==> src/gfl_pkg.sv <==
`default_nettype none
package gfl_pkg;

    localparam int GLYPH_COUNT = 95;
    localparam int GIDX_W = (GLYPH_COUNT > 1) ? $clog2(GLYPH_COUNT) : 1;
    localparam int Q_DEPTH = 4;

    localparam logic [7:0] CHAR_FIRST   = 8'd32;
    localparam logic [7:0] CHAR_NEWLINE = 8'd10;

    localparam logic [1:0] OP_LOAD   = 2'd0;
    localparam logic [1:0] OP_START  = 2'd1;
    localparam logic [1:0] OP_CHAR   = 2'd2;
    localparam logic [1:0] OP_FINISH = 2'd3;

    localparam logic RK_BLIT = 1'b0;
    localparam logic RK_DIMS = 1'b1;

    typedef enum logic [1:0] {
        K_START,
        K_NEWLINE,
        K_GLYPH,
        K_FINISH
    } t_kind;

    typedef struct packed {
        logic [11:0] src_x;
        logic [11:0] src_y;
        logic [11:0] src_w;
        logic [11:0] src_h;
        logic [10:0] off_x;
        logic [10:0] off_y;
        logic [9:0]  adv;
    } t_glyph;

    typedef struct packed {
        t_kind       kind;
        logic [15:0] pos_x;
        logic [15:0] pos_y;
        logic [27:0] prod_x;
        logic [27:0] prod_y;
        logic [17:0] adv_step;
        logic [11:0] src_x;
        logic [11:0] src_y;
        logic [11:0] src_w;
        logic [11:0] src_h;
    } t_cmd;

    typedef struct packed {
        logic [15:0] scale;
        logic [17:0] line_step;
        logic        draw_en;
        logic [31:0] tint;
    } t_cfg;

endpackage
`default_nettype wire

==> src/gfl_queue.sv <==
`default_nettype none
module gfl_queue (
    input  wire logic          i_clk,
    input  wire logic          i_rst_n,
    input  wire logic          i_push,
    input  wire gfl_pkg::t_cmd i_data,
    output logic               o_full,
    input  wire logic          i_pop,
    output logic               o_valid,
    output gfl_pkg::t_cmd      o_data
);
    import gfl_pkg::*;

    localparam int QAW = (Q_DEPTH > 1) ? $clog2(Q_DEPTH) : 1;
    localparam int QCW = $clog2(Q_DEPTH + 1);

    t_cmd            r_buf [Q_DEPTH];
    logic [QAW-1:0]  r_wr_ptr;
    logic [QAW-1:0]  r_rd_ptr;
    logic [QCW-1:0]  r_count;
    logic            do_push;
    logic            do_pop;

    assign o_full  = (r_count == QCW'(Q_DEPTH));
    assign o_valid = (r_count != '0);
    assign o_data  = r_buf[r_rd_ptr];
    assign do_push = i_push && !o_full;
    assign do_pop  = i_pop && o_valid;

    always_ff @(posedge i_clk) begin
        if (do_push) begin
            r_buf[r_wr_ptr] <= i_data;
        end
    end

    always_ff @(posedge i_clk) begin
        if (!i_rst_n) begin
            r_wr_ptr <= '0;
            r_rd_ptr <= '0;
            r_count  <= '0;
        end else begin
            if (do_push) begin
                r_wr_ptr <= (r_wr_ptr == QAW'(Q_DEPTH - 1)) ? '0 : r_wr_ptr + 1'b1;
            end
            if (do_pop) begin
                r_rd_ptr <= (r_rd_ptr == QAW'(Q_DEPTH - 1)) ? '0 : r_rd_ptr + 1'b1;
            end
            if (do_push && !do_pop) begin
                r_count <= r_count + 1'b1;
            end else if (do_pop && !do_push) begin
                r_count <= r_count - 1'b1;
            end
        end
    end

endmodule
`default_nettype wire

==> config.mk <==
export PLATFORM = sky130hd
export DESIGN_NAME = gfl_queue
export DESIGN_NICKNAME = d
export VERILOG_FILES = /design/src/gfl_pkg.sv /design/src/gfl_queue.sv
export SDC_FILE = /design/constraint.sdc
export NUM_CORES = 1
export LEC_CHECK = 0
export BUFFER_PORTS_ARGS = -buffer_cell sky130_fd_sc_hd__clkbuf_2
export CORE_UTILIZATION = 57
export DETAILED_ROUTE_END_ITERATION = 8
export HOLD_SLACK_MARGIN = 0.08
export PLACE_DENSITY_LB_ADDON = 0.25
export RECOVER_POWER = 100
export SYNTH_ARGS = -nofsm -noshare
export SYNTH_HDL_FRONTEND = slang
export SYNTH_SLANG_ARGS = --single-unit
==> constraint.sdc <==
create_clock -name i_clk -period 6.5 [get_ports i_clk]
set_clock_uncertainty 0.15 [all_clocks]
set_input_delay 0 -clock i_clk [delete_from_list [all_inputs] [get_ports i_clk]]
set_output_delay 0 -clock i_clk [all_outputs]
set_load 0.005 [all_outputs]
==> flow_summary_export.csv <==
group,metric,value,unit
run_status,outcome,"finished, violations left",
run_status,violations,"max-capacitance violations, max-slew violations",
power,power_density,363,mW/mm²
global_route,grt_max_degree,154,
clock_tree,path_clk_slew,0.06,ns
timing,tightest_slew,3.36,ns
yosys,synth_warnings,0,
cells_and_area,syn_to_final_growth,30.1,%
setup_path,worstPathArrival,4.61,ns
yosys,yosysTopAreaCell,"edfxtp_1",
yosys,ys_ff_latch,633,
clock_tree,clockRootBuffer,"clkbuf_16",
timing,fin_crit_sh,0.710,
setup_path,worstPathRequired,6.49,ns
yosys,synth.avg_cell_area,26.7,µm²
min_path,worstHoldStart,"i_rst_n",
placement,io_buffers,317,
timing,setup_tns,0,ns
setup_path,criticalPathCategory,"reg2reg",
job,max_cap_violations,5,
drt,via_per_inst,5.50,
yosys,synth_top_area_frac,0.810,
setup_path,r2r_start,"r_count[0]",
yosys,yosys-top-cells-count,"624 x edfxtp_1, 156 x mux4_2, 15 x buf_12, 15 x buf_2, 9 x dfxtp_1",
floorplanning,ioPinCount,318,
global_route,grt_pass1_wl,73.0,mm
drt,dr.pass1.iters,5,
clock_tree,cts_tree,"built",
timing,rsz0062_at_grt,"false",
floorplanning,core_area,0.0399,mm²
drt,vias,11600,
clock_tree,cts.htree.levels,2,
clock_tree,postCtsSetupRepairBufs,0,
floorplanning,die_w,204,µm
setup_path,cp_max_fo,49,
yosys,syn_area,0.0231,mm²
cells_and_area,multi_input_area,0.00379,mm²
drt,drc,0,
yosys,synth-edff-count,624,
floorplanning,die_height,204,µm
cells_and_area,final.fill_count,2191,
global_route,grt_pass1_vias,12200,
yosys,yosysMostFrequentCell,"edfxtp_1",
setup_path,startpoint,"r_count[0]",
timing,relSlewSlack,-1.25,
cells_and_area,final_nets,1700,
drt,drtIter0Drc,752,
drt,wire_per_inst,23.3,µm
cells_and_area,drive_above_1_share,0.282,
floorplanning,initial_core_util,0.580,
drt,antenna_left,0,
setup_path,end_kind,"flop",
min_path,min_path_type,"in2reg",
timing,hold_violations,0,
yosys,synthTopCellsByArea,"edfxtp_1 81%, mux4_2 15%, buf_12 1.3%, dfxtp_1 0.78%, buf_2 0.32%",
placement,place_hpwl,24.3,mm
yosys,ys_seq_area_frac,0.817,
yosys,async_flop_share,0,
floorplanning,die_area,0.0414,mm²
power,leakage,10.0,nW
global_route,track_usage,0.241,
setup_path,startpoint_type,"flop",
yosys,ys.flop_type,"edfxtp_1",
timing,period_minus_slack,4.62,ns
placement,place.gp.congestion,0.724,
cells_and_area,regArea,0.0189,mm²
setup_path,rr_worst_depth,4,
yosys,synthCells,866,
timing,drv_slew,258,
timing,fmax,217,MHz
clock_tree,holdBufCountCts,316,
clock_tree,clockBufferDepth,3,
global_route,antenna_found_initial,2,
timing,setup_viol,0,
yosys,synth_cell_types,25,
global_route,grt_overflow_total,0,
power,ir_drop,0.285,mV
min_path,hold_depth,3,
power,fin_total_pwr,10.9,mW
drt,wirelength,49.1,mm
floorplanning,rows,73,
clock_tree,clk_latency,0.60,ns
clock_tree,cts_buffers,59,
yosys,synth_fp_nets,1033,
clock_tree,clock_sinks,633,
clock_tree,cts.repair.resized,0,
==> per-stage QoR <==
step	cells	instance area (µm²)	utilization	worst slack, ns	hold WS [ns]
floorplan	866	23100	-	1.37	-0.0511
global placement	1681	25100	0.629	3.29	0.0634
detailed placement	1681	25100	0.629	3.26	0.0699
CTS	2104	30300	0.759	3.09	0.156
global route	2107	30100	0.754	1.62	0.237
finish	2107	30100	0.754	1.88	0.226
==> path summary, 6_finish.rpt <==
path | end | slack (ns)
setup / recovery | r_buf[2][122] | 1.88
setup reg to reg | r_buf[2][122] | 1.88
hold reg to reg | flop | 0.39
hold / removal | r_count[2] | 0.23
==> layout by cell type (no fill, tap or decap), types with 2 or more instances in the layout <==
cell type,instances
and2_0,3
and2_4,2
buf_12,4
buf_4,3
bufinv_16,10
clkbuf_1,134
clkbuf_16,61
clkbuf_2,188
clkinv_1,13
clkinv_2,12
clkinv_4,2
clkinvlp_4,5
dfxtp_1,8
diode_2,3
dlygate4sd3_1,316
edfxtp_1,624
ha_1,6
inv_1,3
mux2i_1,3
mux4_2,156
nand2_1,6
nand3_1,2
nor2_1,2
nor2b_1,2
o21ai_0,3
or3_1,2
==> layer usage <==
metal / GRT usage / routed length (µm) / up-vias
li1: - / - / 5104
met2: 0.409 / 25500 / 448
met3: 0.0634 / 3660 / 80
met1: 0.306 / 18700 / 5949
met4: 0.0757 / 1230 / 0
met5: 0 / 0 / -
==> area by class of cell <==
type	instances	share of cell area
multi-input cells	193	0.126
flip-flops and latches	633	0.629
diodes	3	0.000249
clock buffers	64	0.0511
repair buffers	643	0.156
inverters	3	0.000374
well taps	525	0.0218
clock inverters	43	0.0157
==> registers in the layout, indices dropped and copies added, names as in the netlist, named ones only <==
name      count
r_rd_ptr      2
r_buf       624
r_count       3
r_wr_ptr      2
==> critical path, cell delays in order (launching register included) <==
cell,delay [ns]
dfxtp_1,0.43
nor3b_1,0.12
nor2b_1,0.46
and2_4,0.72
clkbuf_1,2.18
==> cells by family after synthesis <==
logic type / share of synthesized area
mux: 0.153
compound gates: 0.00130
xor+xnor: 0.000757
fa+ha+maj: 0.00411
buf+inv: 0.0188
flops: 0.817
simple gates: 0.00449
==> report_power, final <==
part           leakage [nW]  total [mW]  internal (mW)  switching [mW]
Sequential             5.79        5.19           4.98           0.209
Combinational          3.26        2.17           1.10            1.07
Clock                 0.977        3.55           2.10            1.45
Total                  10.0        10.9           8.18            2.73
Power figures use the tool's default switching activity.
