[config.mk]
export PLATFORM = sky130hd
export DESIGN_NAME = gfl_back_flat
export DESIGN_NICKNAME = d
export VERILOG_FILES = /design/src/gfl_pkg.sv /design/src/gfl_out_if.sv /design/src/gfl_back.sv /design/src/flat_wrapper.sv
export SDC_FILE = /design/constraint.sdc
export NUM_CORES = 1
export LEC_CHECK = 0
export ABC_AREA = 0
export ABC_CLOCK_PERIOD_IN_PS = 17450
export BUFFER_PORTS_ARGS = -buffer_cell sky130_fd_sc_hd__buf_2
export CORE_ASPECT_RATIO = 0.8
export CORE_UTILIZATION = 59
export DETAILED_ROUTE_END_ITERATION = 10
export GPL_ROUTABILITY_DRIVEN = 0
export GPL_TIMING_DRIVEN = 1
export PLACE_DENSITY_LB_ADDON = 0.05
export SYNTH_ARGS = -nofsm -noshare
export SYNTH_HDL_FRONTEND = slang
export SYNTH_SLANG_ARGS = --single-unit
[constraint.sdc]
create_clock -name i_clk -period 17.45 [get_ports i_clk]
set_input_delay 2.6175 -clock i_clk [delete_from_list [all_inputs] [get_ports i_clk]]
set_output_delay 2.6175 -clock i_clk [all_outputs]
set_load 0.05 [all_outputs]
[src/gfl_pkg.sv]
`default_nettype none
package gfl_pkg;

    localparam int GLYPH_COUNT = 95;
    localparam int GIDX_W = (GLYPH_COUNT > 1) ? $clog2(GLYPH_COUNT) : 1;
    localparam int Q_DEPTH = 4;

    localparam logic [7:0] CHAR_FIRST   = 8'd32;
    localparam logic [7:0] CHAR_NEWLINE = 8'd10;

    localparam logic [1:0] OP_LOAD   = 2'd0;
    localparam logic [1:0] OP_START  = 2'd1;
    localparam logic [1:0] OP_CHAR   = 2'd2;
    localparam logic [1:0] OP_FINISH = 2'd3;

    localparam logic RK_BLIT = 1'b0;
    localparam logic RK_DIMS = 1'b1;

    typedef enum logic [1:0] {
        K_START,
        K_NEWLINE,
        K_GLYPH,
        K_FINISH
    } t_kind;

    typedef struct packed {
        logic [11:0] src_x;
        logic [11:0] src_y;
        logic [11:0] src_w;
        logic [11:0] src_h;
        logic [10:0] off_x;
        logic [10:0] off_y;
        logic [9:0]  adv;
    } t_glyph;

    typedef struct packed {
        t_kind       kind;
        logic [15:0] pos_x;
        logic [15:0] pos_y;
        logic [27:0] prod_x;
        logic [27:0] prod_y;
        logic [17:0] adv_step;
        logic [11:0] src_x;
        logic [11:0] src_y;
        logic [11:0] src_w;
        logic [11:0] src_h;
    } t_cmd;

    typedef struct packed {
        logic [15:0] scale;
        logic [17:0] line_step;
        logic        draw_en;
        logic [31:0] tint;
    } t_cfg;

endpackage
`default_nettype wire

[src/gfl_out_if.sv]
`default_nettype none
interface gfl_out_if;
    logic        valid;
    logic        ready;
    logic        result_kind;
    logic [23:0] dest_x;
    logic [23:0] dest_y;
    logic [11:0] src_x;
    logic [11:0] src_y;
    logic [11:0] src_w;
    logic [11:0] src_h;
    logic [31:0] blit_color;
    logic [16:0] text_width;
    logic [16:0] text_height;

    modport source (
        output valid, result_kind, dest_x, dest_y, src_x, src_y, src_w, src_h,
               blit_color, text_width, text_height,
        input  ready
    );
    modport sink (
        input  valid, result_kind, dest_x, dest_y, src_x, src_y, src_w, src_h,
               blit_color, text_width, text_height,
        output ready
    );
endinterface
`default_nettype wire

[src/gfl_back.sv]
`default_nettype none
module gfl_back (
    input  wire logic          i_clk,
    input  wire logic          i_rst_n,
    input  wire gfl_pkg::t_cfg i_cfg,
    input  wire logic          i_q_valid,
    input  wire gfl_pkg::t_cmd i_q_data,
    output logic               o_q_pop,
    gfl_out_if.source          m_out
);
    import gfl_pkg::*;

    localparam logic signed [28:0] DMAX = 29'sd8388607;
    localparam logic signed [28:0] DMIN = -29'sd8388608;
    localparam logic signed [19:0] PMAX = 20'sd32767;
    localparam logic signed [19:0] PMIN = -20'sd32768;
    localparam logic signed [19:0] HMAX = 20'sd65535;
    localparam logic signed [19:0] HMIN = -20'sd65536;

    logic signed [15:0] r_origin_x;
    logic signed [15:0] r_origin_y;
    logic signed [15:0] r_pen_x;
    logic signed [15:0] r_pen_y;
    logic signed [15:0] r_widest_x;

    logic               r_out_valid;
    logic               r_kind;
    logic [23:0]        r_dest_x;
    logic [23:0]        r_dest_y;
    logic [11:0]        r_src_x;
    logic [11:0]        r_src_y;
    logic [11:0]        r_src_w;
    logic [11:0]        r_src_h;
    logic [31:0]        r_color;
    logic [16:0]        r_width;
    logic [16:0]        r_height;

    logic signed [15:0] widest_n;
    logic signed [28:0] dx_sum;
    logic signed [28:0] dy_sum;
    logic [23:0]        dx_sat;
    logic [23:0]        dy_sat;
    logic signed [19:0] px_sum;
    logic signed [19:0] py_sum;
    logic signed [15:0] px_sat;
    logic signed [15:0] py_sat;
    logic signed [19:0] h_sum;
    logic [16:0]        h_sat;
    logic [16:0]        w_val;
    logic               has_result;

    assign o_q_pop = i_q_valid && (!r_out_valid || m_out.ready);

    assign widest_n = (r_pen_x > r_widest_x) ? r_pen_x : r_widest_x;

    assign dx_sum = $signed({{5{r_pen_x[15]}}, r_pen_x, 8'd0})
                  + $signed({i_q_data.prod_x[27], i_q_data.prod_x});
    assign dy_sum = $signed({{5{r_pen_y[15]}}, r_pen_y, 8'd0})
                  + $signed({i_q_data.prod_y[27], i_q_data.prod_y});
    assign dx_sat = (dx_sum > DMAX) ? DMAX[23:0] : ((dx_sum < DMIN) ? DMIN[23:0] : dx_sum[23:0]);
    assign dy_sat = (dy_sum > DMAX) ? DMAX[23:0] : ((dy_sum < DMIN) ? DMIN[23:0] : dy_sum[23:0]);

    assign px_sum = $signed({{4{r_pen_x[15]}}, r_pen_x}) + $signed({2'b00, i_q_data.adv_step});
    assign py_sum = $signed({{4{r_pen_y[15]}}, r_pen_y}) + $signed({2'b00, i_cfg.line_step});
    assign px_sat = (px_sum > PMAX) ? PMAX[15:0] : ((px_sum < PMIN) ? PMIN[15:0] : px_sum[15:0]);
    assign py_sat = (py_sum > PMAX) ? PMAX[15:0] : ((py_sum < PMIN) ? PMIN[15:0] : py_sum[15:0]);

    assign h_sum = py_sum - $signed({{4{r_origin_y[15]}}, r_origin_y});
    assign h_sat = (h_sum > HMAX) ? HMAX[16:0] : ((h_sum < HMIN) ? HMIN[16:0] : h_sum[16:0]);
    assign w_val = {widest_n[15], widest_n} - {r_origin_x[15], r_origin_x};

    always_comb begin
        case (i_q_data.kind)
            K_GLYPH:  has_result = i_cfg.draw_en;
            K_FINISH: has_result = 1'b1;
            default:  has_result = 1'b0;
        endcase
    end

    always_ff @(posedge i_clk) begin
        if (!i_rst_n) begin
            r_origin_x  <= '0;
            r_origin_y  <= '0;
            r_pen_x     <= '0;
            r_pen_y     <= '0;
            r_widest_x  <= '0;
            r_out_valid <= 1'b0;
        end else if (o_q_pop) begin
            r_out_valid <= has_result;
            case (i_q_data.kind)
                K_START: begin
                    r_origin_x <= $signed(i_q_data.pos_x);
                    r_origin_y <= $signed(i_q_data.pos_y);
                    r_pen_x    <= $signed(i_q_data.pos_x);
                    r_pen_y    <= $signed(i_q_data.pos_y);
                    r_widest_x <= '0;
                end
                K_NEWLINE: begin
                    r_widest_x <= widest_n;
                    r_pen_x    <= r_origin_x;
                    r_pen_y    <= py_sat;
                end
                K_GLYPH: begin
                    r_pen_x <= px_sat;
                end
                K_FINISH: begin
                    r_widest_x <= widest_n;
                end
                default: begin
                    r_pen_x <= r_pen_x;
                end
            endcase
        end else if (m_out.ready) begin
            r_out_valid <= 1'b0;
        end
    end

    always_ff @(posedge i_clk) begin
        if (o_q_pop && has_result) begin
            if (i_q_data.kind == K_FINISH) begin
                r_kind   <= RK_DIMS;
                r_dest_x <= '0;
                r_dest_y <= '0;
                r_src_x  <= '0;
                r_src_y  <= '0;
                r_src_w  <= '0;
                r_src_h  <= '0;
                r_color  <= '0;
                r_width  <= w_val;
                r_height <= h_sat;
            end else begin
                r_kind   <= RK_BLIT;
                r_dest_x <= dx_sat;
                r_dest_y <= dy_sat;
                r_src_x  <= i_q_data.src_x;
                r_src_y  <= i_q_data.src_y;
                r_src_w  <= i_q_data.src_w;
                r_src_h  <= i_q_data.src_h;
                r_color  <= i_cfg.tint;
                r_width  <= '0;
                r_height <= '0;
            end
        end
    end

    assign m_out.valid       = r_out_valid;
    assign m_out.result_kind = r_kind;
    assign m_out.dest_x      = r_dest_x;
    assign m_out.dest_y      = r_dest_y;
    assign m_out.src_x       = r_src_x;
    assign m_out.src_y       = r_src_y;
    assign m_out.src_w       = r_src_w;
    assign m_out.src_h       = r_src_h;
    assign m_out.blit_color  = r_color;
    assign m_out.text_width  = r_width;
    assign m_out.text_height = r_height;

endmodule
`default_nettype wire

[src/flat_wrapper.sv]
// flat-port wrapper written by rule: the top's interface ports become plain ports
module gfl_back_flat import gfl_pkg::*;
  (i_clk, i_rst_n, i_cfg, i_q_valid, i_q_data, o_q_pop, m_out_valid, m_out_result_kind, m_out_dest_x, m_out_dest_y, m_out_src_x, m_out_src_y, m_out_src_w, m_out_src_h, m_out_blit_color, m_out_text_width, m_out_text_height, m_out_ready);
  gfl_out_if m_out_i ();
  input  wire logic i_clk;
  input  wire logic i_rst_n;
  input  wire gfl_pkg::t_cfg i_cfg;
  input  wire logic i_q_valid;
  input  wire gfl_pkg::t_cmd i_q_data;
  output logic o_q_pop;
  output wire logic [$bits(m_out_i.valid)-1:0] m_out_valid;
  output wire logic [$bits(m_out_i.result_kind)-1:0] m_out_result_kind;
  output wire logic [$bits(m_out_i.dest_x)-1:0] m_out_dest_x;
  output wire logic [$bits(m_out_i.dest_y)-1:0] m_out_dest_y;
  output wire logic [$bits(m_out_i.src_x)-1:0] m_out_src_x;
  output wire logic [$bits(m_out_i.src_y)-1:0] m_out_src_y;
  output wire logic [$bits(m_out_i.src_w)-1:0] m_out_src_w;
  output wire logic [$bits(m_out_i.src_h)-1:0] m_out_src_h;
  output wire logic [$bits(m_out_i.blit_color)-1:0] m_out_blit_color;
  output wire logic [$bits(m_out_i.text_width)-1:0] m_out_text_width;
  output wire logic [$bits(m_out_i.text_height)-1:0] m_out_text_height;
  input wire logic [$bits(m_out_i.ready)-1:0] m_out_ready;
  assign m_out_valid = m_out_i.valid;
  assign m_out_result_kind = m_out_i.result_kind;
  assign m_out_dest_x = m_out_i.dest_x;
  assign m_out_dest_y = m_out_i.dest_y;
  assign m_out_src_x = m_out_i.src_x;
  assign m_out_src_y = m_out_i.src_y;
  assign m_out_src_w = m_out_i.src_w;
  assign m_out_src_h = m_out_i.src_h;
  assign m_out_blit_color = m_out_i.blit_color;
  assign m_out_text_width = m_out_i.text_width;
  assign m_out_text_height = m_out_i.text_height;
  assign m_out_i.ready = m_out_ready;
  gfl_back u_core (.i_clk(i_clk), .i_rst_n(i_rst_n), .i_cfg(i_cfg), .i_q_valid(i_q_valid), .i_q_data(i_q_data), .o_q_pop(o_q_pop), .m_out(m_out_i));
endmodule
==> qor.yml <==
sta:
  skew_ps: 9.81
  finalHoldViolCount: 0
  setup_tns_ps: 0
  timing.fmax_ghz: 0.145
  period_share_pct: 39.5
  maxSlewViolCount: 0
  worstMarginPinSlew_ps: 1140
  setup_viol: 0
  rsz0062_at_grt: "no"
  slew_headroom_pct: 24.0
  final.min_clock_period_ps: 6900
  fin_ws_ps: 10550
yosys:
  netlist_area_um2: 15900
  synthArstFlopShare_pct: 0
  synth_edf_count: 163
  avgSynthCellArea_um2: 9.43
  yosysTopAreaCell: "edfxtp_1"
  postSynthCellCount: 1682
  yosysMostFrequentCell: "edfxtp_1"
  ys_types: 83
  ys_top_cells_by_count: "163 x edfxtp_1, 147 x nand2_1, 145 x a21oi_1"
  synth_ff_type: "edfxtp_1"
  synth_nets: 2048
  synth_top_area_share_pct: 30.8
  netlist_top_cells_area: "edfxtp_1 31%, ha_1 10%, dfxtp_1 10%"
  synth-seq-cells: 244
  yosys_warnings: 0
  seq_area_frac_synth_pct: 41.1
worst_setup_path:
  r2r_end: "u_core.m_out.text_width[16]$_SDFFCE_PN0P_"
  path_cells: "buf_2, ha_1, inv_1, fa_1, nor2b_1, o31a_1, o211ai_1, nand2_1, a21o_1, a21oi_1, xnor2_1, ha_1, o21ai_0, nand2b_1, and2_1, o21a_1, a41o_1, a21oi_1, or4_1, nand3_1, a31o_2"
  r2r_start: "u_core.r_pen_x[15]$_SDFFE_PN0P_"
  arrival_ps: 7180
  worstSetupPathType: "in2reg"
  cp_slowest_cell: "nand3_1"
  critPathMaxFanout: 16
  worstRegToRegCells: 20
  path_buf_inv: 2
  cp-startpoint: "i_cfg[33]"
  end_kind: "register"
  crit_family: "compound AO/OA/AOI/OAI gates"
  critPathMaxStageDelay_ps: 430
  critPathCapture: "u_core.m_out.text_height[15]$_SDFFCE_PN0P_"
  crit_cells: 21
  crit_path_start_kind: "input port"
  cp.required_ps: 17730
  r2r_slack_ps: 11440
route:
  viasPerCell: 5.80
  drc_errors: 0
  detail_route.wl_per_cell_um: 17.2
  vias: 14028
  ant_nets: 0
  drt_iter0_drc: 900
  wl_mm: 41.7
  first_pass_iters: 5
floorplan:
  die-area_um2: 27600
  num_io_pins: 392
  die_w_um: 185
  core_region_area_um2: 26300
  rows: 53
  initial_core_util_pct: 60.3
  die_y_um: 149
global_routing:
  grt_max_degree: 89
  grt_use_total_pct: 29.4
  overflow: 0
  antenna_found_initial: 5
  grt_pass1_wl_mm: 64.5
  grt_pass1_vias: 13096
clock_tree:
  clock_latency_ps: 530
  clock_sinks: 244
  ctsResizeCount: 0
  cts_hold_buffers: 0
  cts_tree: "done"
  cts-root-buf: "clkbuf_16"
  post_cts_buffers: 0
  cts_buffers: 26
  cts_htree_levels: 1
  clk_pin_slew_ps: 60
  cts_buffer_depth: 3
layout:
  postLayoutCellArea_um2: 18900
  seqCellArea_um2: 6520
  multi_input_area_um2: 8680
  fin_nets: 2402
  num-fill-cells: 2137
  synthToLayoutAreaGrowth_pct: 19.4
  fin_util_pct: 72.0
  drive_above_1_share_pct: 22.7
run_status:
  status: "completed"
pwr:
  leakagePower_nw: 8.35
  max-vdd-ir-drop_mv: 0.0759
  p_per_area_nw_per_um2: 99.2
  finalPower_mw: 1.88
hold_path:
  hold_path.class: "reg2reg"
place:
  place_ws_ps: 10100
  numPortBuffers: 375
  place_hpwl_mm: 31.7
  place_area_um2: 18100
flow_run:
  maxCapViolCount: 0
==> state kept, by name, summed over array words and instances, names as in the netlist <==
register	count
u_core.m_out.valid	1
u_core.m_out.src_w	12
u_core.r_pen_y	16
u_core.r_widest_x	16
u_core.r_pen_x	16
u_core.r_origin_y	16
u_core.m_out.text_width	17
u_core.r_origin_x	16
u_core.m_out.dest_x	24
u_core.m_out.dest_y	24
u_core.m_out.blit_color	32
u_core.m_out.src_x	12
u_core.m_out.src_y	12
u_core.m_out.result_kind	1
u_core.m_out.src_h	12
u_core.m_out.text_height	17
==> worst min path at each step <==
stage          slack (ps)                                  to  cells after the start                          startpoint
2_1_floorplan         440  u_core.r_origin_y[10]$_SDFFE_PN0P_                      2  u_core.r_origin_y[10]$_SDFFE_PN0P_
3_3_place_gp          450   u_core.r_origin_y[3]$_SDFFE_PN0P_                      2   u_core.r_origin_y[3]$_SDFFE_PN0P_
3_5_place_dp          450   u_core.r_origin_y[4]$_SDFFE_PN0P_                      2   u_core.r_origin_y[4]$_SDFFE_PN0P_
4_1_cts               460   u_core.r_origin_y[4]$_SDFFE_PN0P_                      2   u_core.r_origin_y[4]$_SDFFE_PN0P_
5_1_grt               480   u_core.r_origin_y[6]$_SDFFE_PN0P_                      2   u_core.r_origin_y[6]$_SDFFE_PN0P_
6_report              460   u_core.r_origin_y[9]$_SDFFE_PN0P_                      2   u_core.r_origin_y[9]$_SDFFE_PN0P_
==> metal layers <==
| metal | track usage [%] | share of wire [%] | vias to the layer above |
|---|---|---|---|
| met4 | 11.2 | 3.7 | 0 |
| met1 | 38.4 | 42 | 6534 |
| li1 | - | - | 6869 |
| met3 | 4.04 | 6.6 | 108 |
| met5 | 0 | 0 | - |
| met2 | 49.3 | 48 | 517 |
==> placed cells by master (no fill, tap or decap), types with 7 or more instances in the layout <==
master | Yosys | final
a22o_1 | 7 | 7
a211oi_1 | 10 | 10
nand3_1 | 25 | 25
and2_1 | 24 | 24
nor2_1 | 89 | 88
xnor2_1 | 53 | 53
and3_1 | 9 | 9
nand2b_1 | 16 | 16
nor3_1 | 23 | 23
o211ai_1 | 17 | 17
or2_2 | 9 | 9
buf_2 | 4 | 375
nor4_1 | 10 | 10
o21bai_1 | 15 | 15
or3_1 | 12 | 12
a221oi_1 | 22 | 22
xor2_1 | 30 | 30
ha_1 | 133 | 132
o31ai_1 | 13 | 13
a31oi_1 | 11 | 11
o2111ai_1 | 7 | 7
nand4_1 | 8 | 8
a21oi_1 | 145 | 145
inv_1 | 118 | 118
a21boi_0 | 13 | 13
a31o_2 | 7 | 7
a21o_1 | 52 | 52
nor2b_1 | 91 | 91
dfxtp_1 | 81 | 81
a21oi_2 | 8 | 8
edfxtp_1 | 163 | 163
buf_4 | 0 | 13
o21ai_0 | 116 | 116
nand2_1 | 147 | 147
mux2i_1 | 24 | 24
a22oi_1 | 14 | 14
clkbuf_16 | 0 | 27
clkinv_1 | 2 | 7
o21a_1 | 22 | 22
==> power breakdown <==
part	total, mW	leakage (nW)	internal, mW	switching, mW
combinational	0.623	5.74	0.234	0.389
sequential	0.686	2.18	0.665	0.0211
clock	0.570	0.427	0.341	0.229
==> cell type report <==
type                       count  share of cell area [%]
timing repair buffer         388                    10.4
clock inverter                16                   0.938
inverter                     120                    2.38
multi-input combinational   1256                    45.8
antenna                        5                  0.0660
tap                          357                    2.36
clock buffer                  32                    3.66
sequential                   244                    34.4
==> tightest hold or removal path, stage by stage, from the launching register on <==
cell     delay [ps]
dfxtp_1         310
nand2_1          50
a21oi_1          60
==> cell families (layout without fill, tap and decap cells) <==
kind of cell / Yosys count / after routing / synth area share [%]
flip-flops: 244 / 244 / 41.1
XOR/XNOR: 83 / 83 / 4.58
buffers and inverters: 182 / 556 / 4.43
adder cells (fa/ha/maj): 139 / 139 / 11.2
AO/OA/AOI/OAI: 532 / 532 / 22.1
AND/OR/NAND/NOR: 478 / 478 / 15.0
other: 0 / 5 / 0
multiplexers: 24 / 24 / 1.51
==> stage by stage <==
| stage | std cells | hold slack (ps) |
|---|---|---|
| global route | 2418 | 478 |
| CTS | 2413 | 455 |
| detailed placement | 2365 | 447 |
| global placement | 2365 | 446 |
| finish | 2418 | 462 |
| floorplan | 1682 | 436 |
(Power assumes the default switching activity.)
